### config.mk
export PLATFORM = sky130hd
export DESIGN_NAME = psm_ram
export DESIGN_NICKNAME = d
export VERILOG_FILES = /design/src/design/psm_ram.sv
export SDC_FILE = /design/constraint.sdc
export NUM_CORES = 2
export LEC_CHECK = 0
export CORE_ASPECT_RATIO = 1.2
export CORE_MARGIN = 3
export CORE_UTILIZATION = 55
export CTS_CLUSTER_SIZE = 10
export DETAILED_ROUTE_END_ITERATION = 16
export DONT_BUFFER_PORTS = 1
export GPL_TIMING_DRIVEN = 0
export PLACE_DENSITY = 0.7
export SYNTH_ARGS = -nofsm -noshare
export SYNTH_HDL_FRONTEND = slang
export SYNTH_SLANG_ARGS = --single-unit
### constraint.sdc
create_clock -name clk -period 7.2 [get_ports clk]
set_input_delay 1.44 -clock clk [delete_from_list [all_inputs] [get_ports clk]]
set_output_delay 1.44 -clock clk [all_outputs]
set_load 0.01 [all_outputs]
### src/design/psm_ram.sv
// Generic single-write, single-read RAM with registered read data.
module psm_ram #(
  parameter int WIDTH = 16,
  parameter int DEPTH = 256,
  localparam int AW = (DEPTH > 1) ? $clog2(DEPTH) : 1
) (
  input  logic             clk,
  input  logic             we,
  input  logic [AW-1:0]    waddr,
  input  logic [WIDTH-1:0] wdata,
  input  logic [AW-1:0]    raddr,
  output logic [WIDTH-1:0] rdata
);

  logic [WIDTH-1:0] mem [DEPTH];
  logic [WIDTH-1:0] rdata_r;

  always_ff @(posedge clk) begin
    if (we) begin
      mem[waddr] <= wdata;
    end
    rdata_r <= mem[raddr];
  end

  assign rdata = rdata_r;

endmodule

==> results.ini <==
[outcome]
status=finished, violations left
violations=capacitance limit, slew limit

[timing]
hold_ws_ps=641
skew_ps=79.9
setup_violations=0
grt_setup_unrepaired=false
post-route-period-util=0.980
drv_slew=102
max_freq_mhz=142
timing.slew.headroom=-0.0854
period_needed_ps=7060
tightest_slew_ps=1630
tns_ps=0
hold_viol_final=0

[cts]
h-tree-depth=5
cts_sinks=4112
hold_buffers=0
cts.path.max_buffers=4
cts_tree=done
clkTransAtPathRegs_ps=50
ctsResizeCount=0
ctsRootBufferMaster=clkbuf_16
post-cts-setup-buffer-count=0
cts_made_buffers=456
clkLatencyLatePin_ps=970

[critical_path]
reg2reg_from=mem[41][5]
rr_worst_depth=6
cp-start-kind=input port
worstSetupEndpointType=register
crit_end=rdata[12]
crit_required_ps=7930
worstSetupPathType=input port to register
crit_path_max_fanout=12
rrSetupSlack_ps=3160
crit_path_start=raddr[2]
r2r-end=rdata[5]
crit_arrival_ps=7790

[finish]
multiInputGateArea_mm2=0.0334
drive_above_1_share=0.253
seq_area_mm2=0.123
final_area_mm2=0.179
fin_nets=8044
fillers=19100
area_growth_pct=13.0

[placement]
io_buffers=0
place_congestion=1.04
place_area_mm2=0.167
place_hpwl_mm=319

[power]
p_sw_mw=10.3
power_frac_comb=0.049
p_leak_nw=56.3
seqPwrFrac=0.541
ir_worst_vdd_mv=0.251
p_sw_frac=0.211
p_clk_frac=0.410
p_int_mw=38.6
powerDensity_mw_per_mm2=272

[job]
drv_cap=9

[worst_hold_path]
hp-class=input port to register

[yosys]
async_flop_share=0
syn-num-nets=7394
netlist_top_cells_count=edfxtp_1 (4096), mux4_2 (797), mux2i_1 (565)
ys_seq_elements=4112
yosysUniqueCellTypes=52
synth_top_area_frac=0.775
syn_area_mm2=0.159
synth_ff_type=edfxtp_1
seq_area_frac_synth=0.777
yosysTopAreaCell=edfxtp_1
yosysMostFrequentCell=edfxtp_1
syn_area_per_cell_um2=21.6
yosysWarningCount=0
syn_inst=7360
synth_area_leaders=edfxtp_1 (77%), mux4_2 (11%), mux2i_1 (3.6%), o221ai_1 (1.4%), nor2_1 (0.72%)
synth_edf_count=4096

[global_route]
antenna_found_initial=37
grt_first_pass_wirelength_mm=668
grt_max_degree=257
groute.usage.overall=0.333
grt-ovfl-total=0
grt_pass1_vias=82700

[floorplanning]
die_x_um=496
die_y_um=594
coreArea_mm2=0.286
io_pins=50
placement_rows=215
die_area_mm2=0.295
start_util=0.554

[route]
via_count=83000
drtAntennaViolNets=0
dr.pass1.iters=6
drt-vias-per-instance=6.97
drt-wirelength-per-cell_um=41.2
routed_wl_mm=490
first_iter_violations=13200
drcViolationCount=0

## layout make-up
type                    instances  area share
well taps                    3797      0.0265
multi-input cells            2792       0.186
clock buffers                 504      0.0656
inverters                       4   0.0000837
clock inverters                20     0.00142
repair buffers                192      0.0172
flip-flops and latches       4112       0.688
diodes                         26    0.000363
plain buffers                 452      0.0151
## critical path, cell delays in order
cell	delay, ps
buf_2	370
clkbuf_1	1140
clkbuf_1	1130
clkbuf_1	1210
a21oi_1	70
nor3_1	700
nor4_1	310
nor4_1	1310
## metal layers
layer / wire [um] / GRT usage / up-vias
li1: - / - / 32400
met1: 162000 / 0.411 / 43500
met2: 232000 / 0.516 / 5685
met3: 51900 / 0.0812 / 1390
met4: 43900 / 0.240 / 8
met5: 188 / 0 / -
## through the flow
stage / utilization / worst slack [ps] / power, mW / instances
finish: 0.626 / 143 / 48.9 / 11900
global route: 0.626 / 636 / 49.8 / 11900
CTS: 0.626 / 566 / 48.9 / 11900
detailed placement: 0.584 / -443 / 29.2 / 11300
global placement: 0.571 / -384 / 29.2 / 11200
floorplan: - / 3600 / 28.2 / 7360
## worst min path at each step
stage	endpoint	slack, ps	startpoint	depth (start not counted)
CTS	mem[23][3]	610	wdata[3]	0
floorplan	rdata[1]	850	mem[232][1]	6
finish	mem[20][1]	640	wdata[1]	0
global route	mem[20][1]	590	wdata[1]	0
detailed placement	rdata[9]	1180	mem[202][9]	6
global placement	rdata[6]	1170	mem[216][6]	6
## power groups by stage
stage	logic, mW	clock network, mW	registers (mW)
after floorplan	1.30	0	26.9
after global placement	2.26	0	26.9
after detailed placement	2.30	0	26.9
after CTS	2.32	20.1	26.4
after global routing	2.39	21.0	26.4
final	2.37	20.0	26.4
## cells by family (layout without fill, tap and decap cells)
kind of cell	after synthesis	after routing	synth area share
simple gates	556	556	0.0157
buf+inv	456	1172	0.0169
flops	4112	4112	0.777
mux	1450	1450	0.155
compound gates	786	786	0.0354
other cells	0	26	0
## cell usage in the layout (no fill, tap or decap), types with 38 or more instances in the layout
cell type  count
mux2i_1      565
clkbuf_16    464
nor2_1        51
nand2_1       38
buf_8        169
nor3_1        92
a22oi_1       43
buf_6         80
nor2_2       253
mux2_2        88
o221ai_1     252
clkbuf_1     243
a21oi_1      175
edfxtp_1    4096
o22ai_1      148
buf_2         80
mux4_2       797
## sequential cells by signal (all words and copies together) (netlist names)
register	count
mem	4096
rdata	16
Power figures use the tool's default switching activity.
