<file path="config.mk">
export PLATFORM = sky130hd
export DESIGN_NAME = psm_mix_acc
export DESIGN_NICKNAME = d
export VERILOG_FILES = /design/src/design/psm_pkg.sv /design/src/design/psm_mix_acc.sv
export SDC_FILE = /design/constraint.sdc
export NUM_CORES = 1
export LEC_CHECK = 0
export BUFFER_PORTS_ARGS = -buffer_cell sky130_fd_sc_hd__buf_2
export CAP_MARGIN = 20
export CELL_PAD_IN_SITES_DETAIL_PLACEMENT = 1
export CELL_PAD_IN_SITES_GLOBAL_PLACEMENT = 2
export CORE_MARGIN = 8
export CORE_UTILIZATION = 31
export CTS_CLUSTER_SIZE = 25
export DETAILED_ROUTE_END_ITERATION = 10
export GPL_TIMING_DRIVEN = 0
export PLACE_DENSITY = 0.85
export SLEW_MARGIN = 10
export SYNTH_ARGS = -nofsm -noshare
export SYNTH_HDL_FRONTEND = slang
export SYNTH_SLANG_ARGS = --single-unit
</file>
<file path="constraint.sdc">
create_clock -name clk -period 2.7 [get_ports clk]
set_input_delay 0.27 -clock clk [delete_from_list [all_inputs] [get_ports clk]]
set_output_delay 0.27 -clock clk [all_outputs]
set_load 0.01 [all_outputs]
</file>
<file path="src/design/psm_pkg.sv">
// Shared types and constants of the polyphonic sample mixer.
package psm_pkg;

  localparam logic [1:0] CMD_WRITE = 2'd0;
  localparam logic [1:0] CMD_QUEUE = 2'd1;
  localparam logic [1:0] CMD_TICK  = 2'd2;

  localparam int POS_W   = 17;
  localparam int START_W = 16;
  localparam int SMP_W   = 16;
  localparam int CNT_W   = 5;

  typedef struct packed {
    logic [1:0]              command;
    logic [START_W-1:0]      address;
    logic signed [SMP_W-1:0] sample_value;
    logic [POS_W-1:0]        sound_length;
  } in_item_t;

  typedef struct packed {
    logic signed [SMP_W-1:0] mixed_sample;
    logic [CNT_W-1:0]        voices_active;
  } out_item_t;

  typedef struct packed {
    logic [START_W-1:0] start;
    logic [POS_W-1:0]   length;
    logic [POS_W-1:0]   position;
  } voice_t;

  typedef struct packed {
    logic clear;
    logic add;
  } acc_ctrl_t;

  typedef enum logic [1:0] {
    ST_IDLE,
    ST_QUEUE,
    ST_TICK,
    ST_DONE
  } state_t;

endpackage

</file>
<file path="src/design/psm_mix_acc.sv">
// Saturating mix accumulator and busy-voice counter shared by all slots.
module psm_mix_acc (
  input  logic                            clk,
  input  logic                            rst_n,
  input  psm_pkg::acc_ctrl_t              ctrl,
  input  logic signed [psm_pkg::SMP_W-1:0] sample,
  output logic signed [psm_pkg::SMP_W-1:0] sum,
  output logic [psm_pkg::CNT_W-1:0]        count
);
  import psm_pkg::*;

  logic signed [SMP_W-1:0] sum_r, sum_nxt;
  logic [CNT_W-1:0]        count_r, count_nxt;
  logic signed [SMP_W:0]   wide;

  always_comb begin
    wide      = {sum_r[SMP_W-1], sum_r} + {sample[SMP_W-1], sample};
    sum_nxt   = sum_r;
    count_nxt = count_r;
    if (ctrl.clear) begin
      sum_nxt   = '0;
      count_nxt = '0;
    end else if (ctrl.add) begin
      if (wide[SMP_W] != wide[SMP_W-1]) begin
        // overflow: clamp towards the sign of the true sum
        sum_nxt = wide[SMP_W] ? {1'b1, {(SMP_W-1){1'b0}}} : {1'b0, {(SMP_W-1){1'b1}}};
      end else begin
        sum_nxt = wide[SMP_W-1:0];
      end
      if (count_r != {CNT_W{1'b1}}) begin
        count_nxt = count_r + CNT_W'(1);
      end
    end
  end

  always_ff @(posedge clk) begin
    if (!rst_n) begin
      sum_r   <= '0;
      count_r <= '0;
    end else begin
      sum_r   <= sum_nxt;
      count_r <= count_nxt;
    end
  end

  assign sum   = sum_r;
  assign count = count_r;

endmodule

</file>
==> summary.md, run 1 <==
For the final antenna diode count, the log shows 0. The detail route stage leaves a number of antenna-violating nets equal to 0. The worst-case IR drop observed on VDD is 208 uV. The total of buffers placed on input and output ports was 39; the area share of the largest cell type after synthesis was 0.246. The global-route wire length before repair came out at 8270 um. The actual slew at the worst max-slew pin is 0.544 ns. In the synthesized netlist, the cells that appear most often are sky130_fd_sc_hd__dfxtp_1, sky130_fd_sc_hd__nand2_1, sky130_fd_sc_hd__o21ai_0.

The library cell occupying the most area in the post-synthesis netlist is sky130_fd_sc_hd__dfxtp_1. The run gives 1728 as the number of global-route vias before repair. Dividing the synthesized area by the synthesized cell count gives 8.72 um^2. The warning count from the yosys run is 0. The number of nets at the end of the flow is 279, and the worst-path maximum fanout is 10.

The tools report the startpoint kind of the worst setup timing path as a register. The fraction of registers with async set or reset after synthesis was 0. The tools report the maximum clock insertion buffer count as 2. The run gives 854 uW as the overall power consumption. The flow ran to the end, and the final reports show no timing, DRC or antenna violations. The die width is 90.3 um, and the clock insertion delay at the later pin of the skew report is 0.27 ns.

The mean number of vias per cell is 5.04. For the DRC violation total after the first TritonRoute iteration, the log shows 47. For this run, the leading register cell type out of synthesis is sky130_fd_sc_hd__dfxtp_1. Sorting the synthesized cells by area gives the leading types as sky130_fd_sc_hd__dfxtp_1, sky130_fd_sc_hd__ha_1, sky130_fd_sc_hd__a21oi_2. The final count of negative-setup-slack endpoints is 0. The routed design could run at a clock period as short as 2.48 ns. The logs give 403 MHz for the upper clock frequency limit and 2.65 ns for the arrival time of the worst setup path. The worst hold margin is 0.308 ns, and the cell depth of the worst min-delay path is 3.

The final standard cell utilization of the core was 0.378. For this design, the sink count on the clock tree is 21. Data on the critical path is required at its endpoint by 2.87 ns. The number of pins with negative max-slew slack in the final report was 0; the placement row count was 27. The sequential fraction of the synthesis area came out at 0.246. For the number of antenna violations at the first check in global routing, the log shows 0. In the final routed layout, each cell accounts on average for 15.3 um.

The core region is 5410 um^2. The root buffer cell chosen for the clock tree is sky130_fd_sc_hd__clkbuf_8. Routability-driven placement finished with a final weighted congestion of 0.756.

For this run, the detailed router's first-pass iteration total came to 4. The part of the cycle the worst path needs works out to 0.919. Counting flops with a built-in enable in the synthesized netlist gives 0. The logs give 0 for the number of post-CTS setup repair buffers and 0 for the count of endpoints failing hold in the final timing report.

The kind of path behind the tightest hold check is primary input to register. The share of post-route cells with drive strength above 1 came out at 0.293. TritonCTS built the clock tree. Walking the worst path, the cells encountered are ha_1 > inv_1 > fa_1 > nor2b_2 > o31ai_2 > a211oi_1 > nand2b_1 > a21oi_1 > o21a_4 > buf_12 > a21oi_2. The clock transition at the registers of the reported paths was 0.09 ns; the number of vias in the routed layout was 1568. The max-slew headroom at the worst pin came out at 0.637. The worst setup path is of the register to register kind. Max-cap violations in this run came to 0. The die covers 8150 um^2. The logs give 196 for the gate count of the mapped netlist and 1710 um^2 for the post-synth design cell area. The global-route total usage across every layer was 0.120. For this run, the slowest stage of the critical path takes 0.37 ns. For the residual overflow from global routing, the log shows 0. Dividing total power by cell area gives a power density of 418 nW/um^2. The y dimension of the die works out to 90.3 um.

Counting cells, the worst reg-to-reg path comes to 11. When the netlist entered floorplanning its net count stood at 235. Counting the buffers created by CTS gives 3. Relative to the synthesized area, the layout overhead comes to 19.5%. Synthesis instantiated 47 different standard cells from the library. The number of remaining DRC errors is 0. Wires add up to 4750 um. The tools report the kind of end point of the critical path as a register. For this design the top-level I/O count stands at 41. Largest net degree at the start of global routing: 13.

The most frequent cell after synthesis is sky130_fd_sc_hd__dfxtp_1. The analysis attributes to cell leakage a power of 0.000971 uW. Detailed placement finished with a half-perimeter wire length of 3790 um. Clock skew on the completed layout was measured at 0.00576 ns. For this design, the slowest cell found on the critical path is sky130_fd_sc_hd__a21oi_1. Synthesis inferred 21 register bits. The tools report the depth of the CTS H-tree as 1. The effective utilization at floorplan is 0.316.
-- cells by family (layout without fill, tap and decap cells) --
| logic type | after synthesis | in the layout | synth area share |
|---|---|---|---|
| xor+xnor | 15 | 15 | 0.0813 |
| simple gates | 55 | 55 | 0.154 |
| buf+inv | 12 | 55 | 0.0447 |
| fa+ha+maj | 21 | 21 | 0.155 |
| mux | 5 | 5 | 0.0322 |
| compound gates | 67 | 67 | 0.287 |
| flops | 21 | 21 | 0.246 |
-- final cells by class --
| class | instances | area (um^2) |
|---|---|---|
| multi-input cells | 163 | 1210 |
| clock inverters | 1 | 5.00 |
| clock buffers | 3 | 41.3 |
| flip-flops and latches | 21 | 420 |
| well taps | 72 | 90.1 |
| fillers | 691 | 3360 |
| plain buffers | 7 | 57.6 |
| inverters | 5 | 18.8 |
| repair buffers | 39 | 195 |
-- worst max-delay path, delay by kind of cell, from the launching register on --
family | cells | cell delay [ns]
compound gates | 5 | 1.14
flops | 1 | 0.33
buf+inv | 2 | 0.22
fa+ha+maj | 2 | 0.44
simple gates | 2 | 0.25
-- timing repair --
action,CTS,global route
gates resized for setup,0,1
hold buffers,0,0
endpoints found under the setup margin,0,2
-- per-layer routing --
metal	GRT usage	wire length [um]	vias to the layer above
met5	0	0	-
met3	0.0116	78	4
met1	0.149	2260	746
met4	0.0458	66	0
li1	-	-	797
met2	0.209	2340	21
-- flip-flops by register name (all words and copies together) (netlist names) --
| name | flops |
|---|---|
| sum | 16 |
| count | 5 |
-- final timing paths --
kind                                     startpoint                   end  slack [ns]
worst max-delay path            sum[0]$_SDFFE_PP0P_  sum[11]$_SDFFE_PP0P_        0.22
worst min-delay path                        ctrl[0]  sum[15]$_SDFFE_PP0P_        0.31
worst max register to register  sum[0]$_SDFFE_PP0P_  sum[11]$_SDFFE_PP0P_        0.22
worst min register to register  sum[0]$_SDFFE_PP0P_   sum[0]$_SDFFE_PP0P_        0.49
-- stage by stage --
step                setup WS (ns)  TNS (ns)  cells  instance area [um^2]
floorplan                   0.416         0    196                  1710
global placement            0.188         0    307                  1990
detailed placement          0.118         0    307                  1990
CTS                         0.170         0    311                  2040
global route             -0.00232  -0.00232    311                  2040
finish                      0.219         0    311                  2040
-- power by group --
group | internal [uW] | leakage (uW) | total [uW] | switching [uW]
Clock | 103 | 0.0000255 | 225 | 122
Combinational | 129 | 0.000774 | 292 | 163
Sequential | 324 | 0.000172 | 336 | 11.9
-- placed cells by master (no fill, tap or decap), types with 3 or more instances in the layout --
cell type and n:
sky130_fd_sc_hd__mux2i_1 4, sky130_fd_sc_hd__nand2b_1 3, sky130_fd_sc_hd__nor2_1 14, sky130_fd_sc_hd__o21ai_0 20, sky130_fd_sc_hd__a21o_1 4, sky130_fd_sc_hd__a21oi_1 11
sky130_fd_sc_hd__dfxtp_1 21, sky130_fd_sc_hd__clkbuf_1 4, sky130_fd_sc_hd__clkbuf_8 3, sky130_fd_sc_hd__xor2_1 4, sky130_fd_sc_hd__and3_1 3, sky130_fd_sc_hd__xnor2_1 10
sky130_fd_sc_hd__inv_1 5, sky130_fd_sc_hd__nand2_1 20, sky130_fd_sc_hd__ha_1 18, sky130_fd_sc_hd__buf_2 39, sky130_fd_sc_hd__a21oi_2 12, sky130_fd_sc_hd__nand3_1 3
(Power assumes the default switching activity.)
==> inputs of run 2 (changes only) <==
Settings changed: CORE_MARGIN 8 to 5.
==> summary.md, run 2 (same netlist as run 1, synthesis figures left out) <==
The worst register-to-register path begins at sum[4]$_SDFFE_PP0P_. The mean number of vias per cell works out to 5.09. The number of antenna violations at the first check in global routing was 0. The first routing iteration left 81 violations.

Across the VDD grid, the largest voltage drop is 159 uV. Counting buffers and inverters, the worst setup path is 9 cells deep. The total of buffers placed on input and output ports is 39, and the global-route wire length before repair is 7460 um. The placement row count is 27.

Leaving out fill and tap cells, the most frequent cells in the layout are sky130_fd_sc_hd__buf_2, sky130_fd_sc_hd__dfxtp_1, sky130_fd_sc_hd__o21ai_0, sky130_fd_sc_hd__nand2_1, sky130_fd_sc_hd__ha_1. The number of sinks handled by clock tree synthesis came out at 21. Counting instances, the worst hold path has a depth of 3.

In this design, the stage delay of the slowest critical-path cell is 0.44 ns. Setup repair after global routing left no endpoint under its margin. The logs give 0.126 for the global-route total usage across every layer and 0.761 for the final weighted congestion in routability-driven placement.

The die covers 7100 um^2. Across all hold checks on the routed design, the worst slack comes to 0.312 ns. The number of global-route vias before repair came out at 1639.

The most common cell type on the critical path was sky130_fd_sc_hd__a21oi_2. Across the run, the number of max-cap violations was 0. On the final layout, the worst clock skew is 0.00595 ns. For the finished layout, the period the worst path requires is 2.45 ns. For the upper clock frequency limit, the log shows 409 MHz. The run finished with clean final reports.

After clock tree synthesis, the setup repair step added 0 buffers. The data required time at the worst endpoint was 2.85 ns. The largest net degree at the start of global routing is 13. Traced cell by cell, the critical path runs through ha_1 > a2111o_1 > a21oi_2 > a211oi_2 > o31ai_4 > xor2_2 > o21a_4 > buf_12 > a21oi_2. The register with the most flip-flops in the layout has 16 of them. At the worst endpoint, the arrival time is 2.60 ns. Count of endpoints failing hold in the final timing report: 0.

In this run the worst path has a maximum fanout of 10. Adding up every negative setup slack in the final design gives 0 ns. The library cell used most frequently in the layout, excluding fill and tap cells, is sky130_fd_sc_hd__buf_2.

Cell with the largest stage delay on the worst path: sky130_fd_sc_hd__a2111o_1. The final layout contains 279 nets. The repair_antennas step left the layout with diodes totalling 0. Global routing finished with a remaining overflow of 0. The clock passes through at most 2 buffers. 41 I/O pins were placed. The number of pins with negative max-slew slack in the final report is 0. Wires add up to 4500 um.

The die is 84.3 um wide. The clock transition at the registers of the reported paths was 0.09 ns; the number of fill cells was 666. The number of gates resized after CTS was 0. The run gives 0.641 as the max-slew headroom at the worst pin. The part of the cycle the worst path needs was 0.906. The number of vias in the routed layout was 1582; the total placed instance area was 1990 um^2. The number of cells on the worst reg-to-reg path was 9. Tracing the worst setup path back leads to its startpoint at sum[4]$_SDFFE_PP0P_. The effective utilization at floorplan was 0.314.

The first detailed-routing pass took 4 iterations. The core region is 5440 um^2. The total CTS buffers was 3. Clock latency on the worst-skew pair, taken at its later pin, is 0.26 ns.

The min-delay analysis places its worst path in the category primary input to register. The combined buffer and inverter count along the critical path was 1. The worst setup path is launched from a register.

At the pin with the least slew margin, the transition time is 0.538 ns. STA classifies the critical path endpoint as a register. The tree is rooted in a sky130_fd_sc_hd__clkbuf_8. Relative to the synthesized area, the layout overhead comes to 19.6%.

The number of remaining DRC errors came out at 0. The average wire length per cell after detail routing was 14.5 um. Setup violations remaining at the end of the flow were counted as 0. For the static leakage power, the log shows 0.000970 uW. After clock tree synthesis, the flow added hold-fix buffers numbering 0. Grouping stages by cell kind, the critical path spends the most delay in compound AO/OA/AOI/OAI gates. The share of post-route cells with drive strength above 1 is 0.293, and the depth of the CTS H-tree is 1. Y dimension of the die: 84.3 um. The post-detailed-placement half-perimeter wirelength came out at 3620 um. TritonCTS built the clock tree. Once detail routing completed, the nets flagged for antenna violations numbered 0. Critical setup path kind: register to register.

In this run the power density over the cells is 415 nW/um^2. The startpoint identified for the worst hold timing path is ctrl[0]. The design area is 2040 um^2.
## run 2: changes by cell type in the layout (fill, tap and decap cells not counted)
cell                      before  now
sky130_fd_sc_hd__a21oi_2      12   13
sky130_fd_sc_hd__nor2b_2       1    0
sky130_fd_sc_hd__a21oi_1      11   10
sky130_fd_sc_hd__nor2b_1       1    2
## run 2: path summary, 6_finish.rpt
path	to	slack, ns
setup / recovery	sum[12]$_SDFFE_PP0P_	0.25
hold / removal	sum[1]$_SDFFE_PP0P_	0.31
setup reg to reg	sum[12]$_SDFFE_PP0P_	0.25
hold reg to reg	sum[0]$_SDFFE_PP0P_	0.51
## run 2: layout make-up
| cell class | count | area [um^2] | share of cell area |
|---|---|---|---|
| sequential | 21 | 420 | 0.206 |
| buffer | 7 | 57.6 | 0.0282 |
| inverter | 5 | 18.8 | 0.00918 |
| clock inverter | 1 | 5.00 | 0.00245 |
| tap | 72 | 90.1 | 0.0441 |
| timing repair buffer | 39 | 195 | 0.0955 |
| multi-input combinational | 163 | 1220 | 0.595 |
| clock buffer | 3 | 41.3 | 0.0202 |
## run 2: worst min-delay path, stage by stage
cell and delay [ns]:
sky130_fd_sc_hd__buf_6 0.12, sky130_fd_sc_hd__nand2_1 0.07, sky130_fd_sc_hd__o21ai_0 0.07
## run 2: where the power goes
part / switching (uW) / internal, uW
clock network: 115 / 103
logic: 165 / 129
registers: 12.0 / 324
## run 2: per-layer routing
layer  GRT usage  part of all wire
met4      0.0409             0.013
met5           0                 0
met1       0.160              0.49
met2       0.219              0.47
met3      0.0177             0.029
## run 2: stage by stage
step                      setup slack (ns)  cells  utilization  power (uW)
after floorplan                      0.416    196            -         560
after global placement               0.186    307        0.367         631
after detailed placement            0.0782    307        0.367         637
after CTS                            0.152    311        0.375         858
after global routing                0.0786    311        0.376         907
final                                0.254    311        0.376         848
==> inputs of run 3 (changes only) <==
Settings changed: CORE_UTILIZATION 31 to 33, CTS_BUF_LIST set to sky130_fd_sc_hd__clkbuf_4 sky130_fd_sc_hd__clkbuf_8, PLACE_DENSITY 0.85 to 0.9.
==> summary.md, run 3 (same netlist as run 1, synthesis figures left out) <==
The run finished with clean final reports. The largest delay contributor family on the critical path was compound AO/OA/AOI/OAI gates. The clock net in this run drives a total of 21 sinks. The run gives 41 as the number of ports placed on the die boundary. Setup violations remaining at the end of the flow were counted as 0.

The path with the worst hold slack has its endpoint at sum[15]$_SDFFE_PP0P_. The worst reg-to-reg setup slack was 0.24 ns. The total of buffers placed on input and output ports works out to 39. The upper clock frequency limit is 406 MHz, and the combined buffer and inverter count along the critical path is 1.

The depth of the CTS H-tree was 1. For the worst flop-to-flop path, the logic depth is 9. The repair_antennas step left the layout with diodes totalling 0. The worst setup path is captured at a register. The worst setup path is of the register to register kind. The clock transition at the registers of the reported paths is 0.09 ns, and the part of the cycle the worst path needs is 0.913. The data required time at the worst endpoint is 2.86 ns.

The final non-filler cell total was 309. Across the VDD grid, the largest voltage drop is 162 uV. The final layout contains routed wiring with a total length of 4390 um. Traced cell by cell, the critical path runs through ha_1 > a2111o_1 > a21oi_2 > a211oi_2 > o31ai_4 > xor2_2 > o21a_4 > buf_12 > a21oi_2.

The number of pins with negative max-slew slack in the final report came out at 0. The most common library cell in the layout ignoring fill and taps was sky130_fd_sc_hd__buf_2. The worst register-to-register path begins at sum[4]$_SDFFE_PP0P_. Prior to clock tree synthesis, the placed netlist has a worst setup slack of 0.115 ns. The run gives 0.27 ns as the clock insertion delay at the later pin of the skew report. Setup repair after global routing left no endpoint under its margin.

The run gives 0.000971 uW as the static leakage power. At the end of routability-driven placement, the weighted congestion stood at 0.767. For this run, design rule violations remaining after detail routing come to 0. The mean number of vias per cell was 5.21. The worst setup path is launched from a register. The tool flagged a number of max-cap violations equal to 0. The largest net degree at the start of global routing came out at 12. The layout has 651 filler cells. Measured along the x axis, the die boundary spans 82.0 um.

Cell with the largest stage delay on the worst path: sky130_fd_sc_hd__a2111o_1. Share of post-route cells with drive strength above 1: 0.293. The logs give 0 for the count of endpoints failing hold in the final timing report and 0.236 ns for the post-route worst setup slack. On the final layout, the worst hold slack is 0.308 ns. The kind of path behind the tightest hold check is primary input to register. The maximum clock insertion buffer count was 2.

In this run the clock root is driven by a sky130_fd_sc_hd__clkbuf_8. Max-slew headroom at the worst pin: 0.689. Summed over all nets, the half-perimeter wirelength after detailed placement is 3540 um. The final standard cell utilization of the core was 0.403; the arrival time of the worst setup path was 2.63 ns.

The number of setup buffers added after CTS is 0. The first global-routing pass estimated 7280 um of wire. The worst-path maximum fanout is 10.

The effective utilization at floorplan was 0.337; the total CTS buffers was 3. The worst flop-to-flop path endpoint was sum[4]$_SDFFE_PP0P_. The library cells used most frequently in the layout, excluding fill and tap cells, are sky130_fd_sc_hd__buf_2, sky130_fd_sc_hd__dfxtp_1, sky130_fd_sc_hd__o21ai_0, sky130_fd_sc_hd__nand2_1, sky130_fd_sc_hd__ha_1.

For the setup TNS, the log shows 0 ns. The biggest cell delay along the critical path was 0.45 ns; the number of vias in the routed layout was 1611. Clock skew on the completed layout was measured at 0.0124 ns.

Along the worst hold path, the cell count comes to 3. Global-route total usage across every layer: 0.138. The startpoint identified for the worst hold timing path is ctrl[0]. The clock period minus worst slack came out at 2.46 ns. The register with the most flip-flops in the layout has 16 of them. Once placement completed, the tool counted placed cells totaling 305. The number of global-route vias before repair came out at 1609. The cell that appears most often on the critical path is sky130_fd_sc_hd__a21oi_2.

The die covers 6720 um^2. After the last flow step, the layout net total stands at 279. The number of antenna violations at the first check in global routing came out at 0.

Once detail routing completed, the nets flagged for antenna violations numbered 0. In the final routed layout, each cell accounts on average for 14.2 um. The placement row count is 26, and the layout overhead on the synthesized area is 19.6%. The first routing iteration left 63 violations. The actual slew at the worst max-slew pin was 0.467 ns; the y dimension of the die was 82.0 um. In this run the power density over the cells is 420 nW/um^2.

The number of search-and-repair iterations in the first detailed-routing pass was 4; the standard cell core area was 5070 um^2. TritonCTS built the clock tree. For the residual overflow from global routing, the log shows 0.
-- run 3: layout make-up --
type	instances	area, um^2	share of cell area
Sequential cell	21	420	0.206
Tap cell	70	87.6	0.0428
Inverter	5	18.8	0.00918
Timing Repair Buffer	39	195	0.0955
Buffer	7	57.6	0.0282
Clock buffer	4	48.8	0.0239
Multi-Input combinational cell	163	1220	0.595
-- run 3: power breakdown --
| group | internal, uW | switching [uW] |
|---|---|---|
| Clock | 115 | 116 |
| Sequential | 324 | 12.0 |
| Combinational | 129 | 163 |
| Total | 568 | 291 |
-- run 3: worst max-delay path by stage --
stage                                    from                  end  slack (ns)  depth (start not counted)
after floorplan           sum[4]$_SDFFE_PP0P_  sum[8]$_SDFFE_PP0P_        0.42                          9
after global placement              sample[0]  sum[9]$_SDFFE_PP0P_        0.20                         12
after detailed placement            sample[0]  sum[4]$_SDFFE_PP0P_        0.11                         12
after CTS                 sum[0]$_SDFFE_PP0P_  sum[4]$_SDFFE_PP0P_        0.20                         11
after global routing      sum[0]$_SDFFE_PP0P_  sum[8]$_SDFFE_PP0P_        0.07                         11
final                     sum[4]$_SDFFE_PP0P_  sum[4]$_SDFFE_PP0P_        0.24                          9
-- run 3: worst register-to-register path: stages (launching register included) --
cell and delay (ns):
sky130_fd_sc_hd__dfxtp_1 0.34, sky130_fd_sc_hd__ha_1 0.35, sky130_fd_sc_hd__a2111o_1 0.45, sky130_fd_sc_hd__a21oi_2 0.15, sky130_fd_sc_hd__a211oi_2 0.08, sky130_fd_sc_hd__o31ai_4 0.34
sky130_fd_sc_hd__xor2_2 0.25, sky130_fd_sc_hd__o21a_4 0.20, sky130_fd_sc_hd__buf_12 0.15, sky130_fd_sc_hd__a21oi_2 0.06
-- run 3: stage by stage --
step / instance area, um^2 / power, uW
3_5_place_dp: 1990 / 636
3_3_place_gp: 1990 / 629
5_1_grt: 2040 / 915
2_1_floorplan: 1710 / 560
4_1_cts: 2040 / 864
6_report: 2040 / 859
-- run 3: what timing repair did --
item	in CTS	in global routing
setup endpoints to repair	0	10
resized for setup	0	1
hold buffers	0	0
-- run 3: metal layers --
layer / global-route usage / share of wire
met1: 0.182 / 0.47
met2: 0.237 / 0.49
met3: 0.0154 / 0.028
met4: 0.0349 / 0.0093
met5: 0 / 0
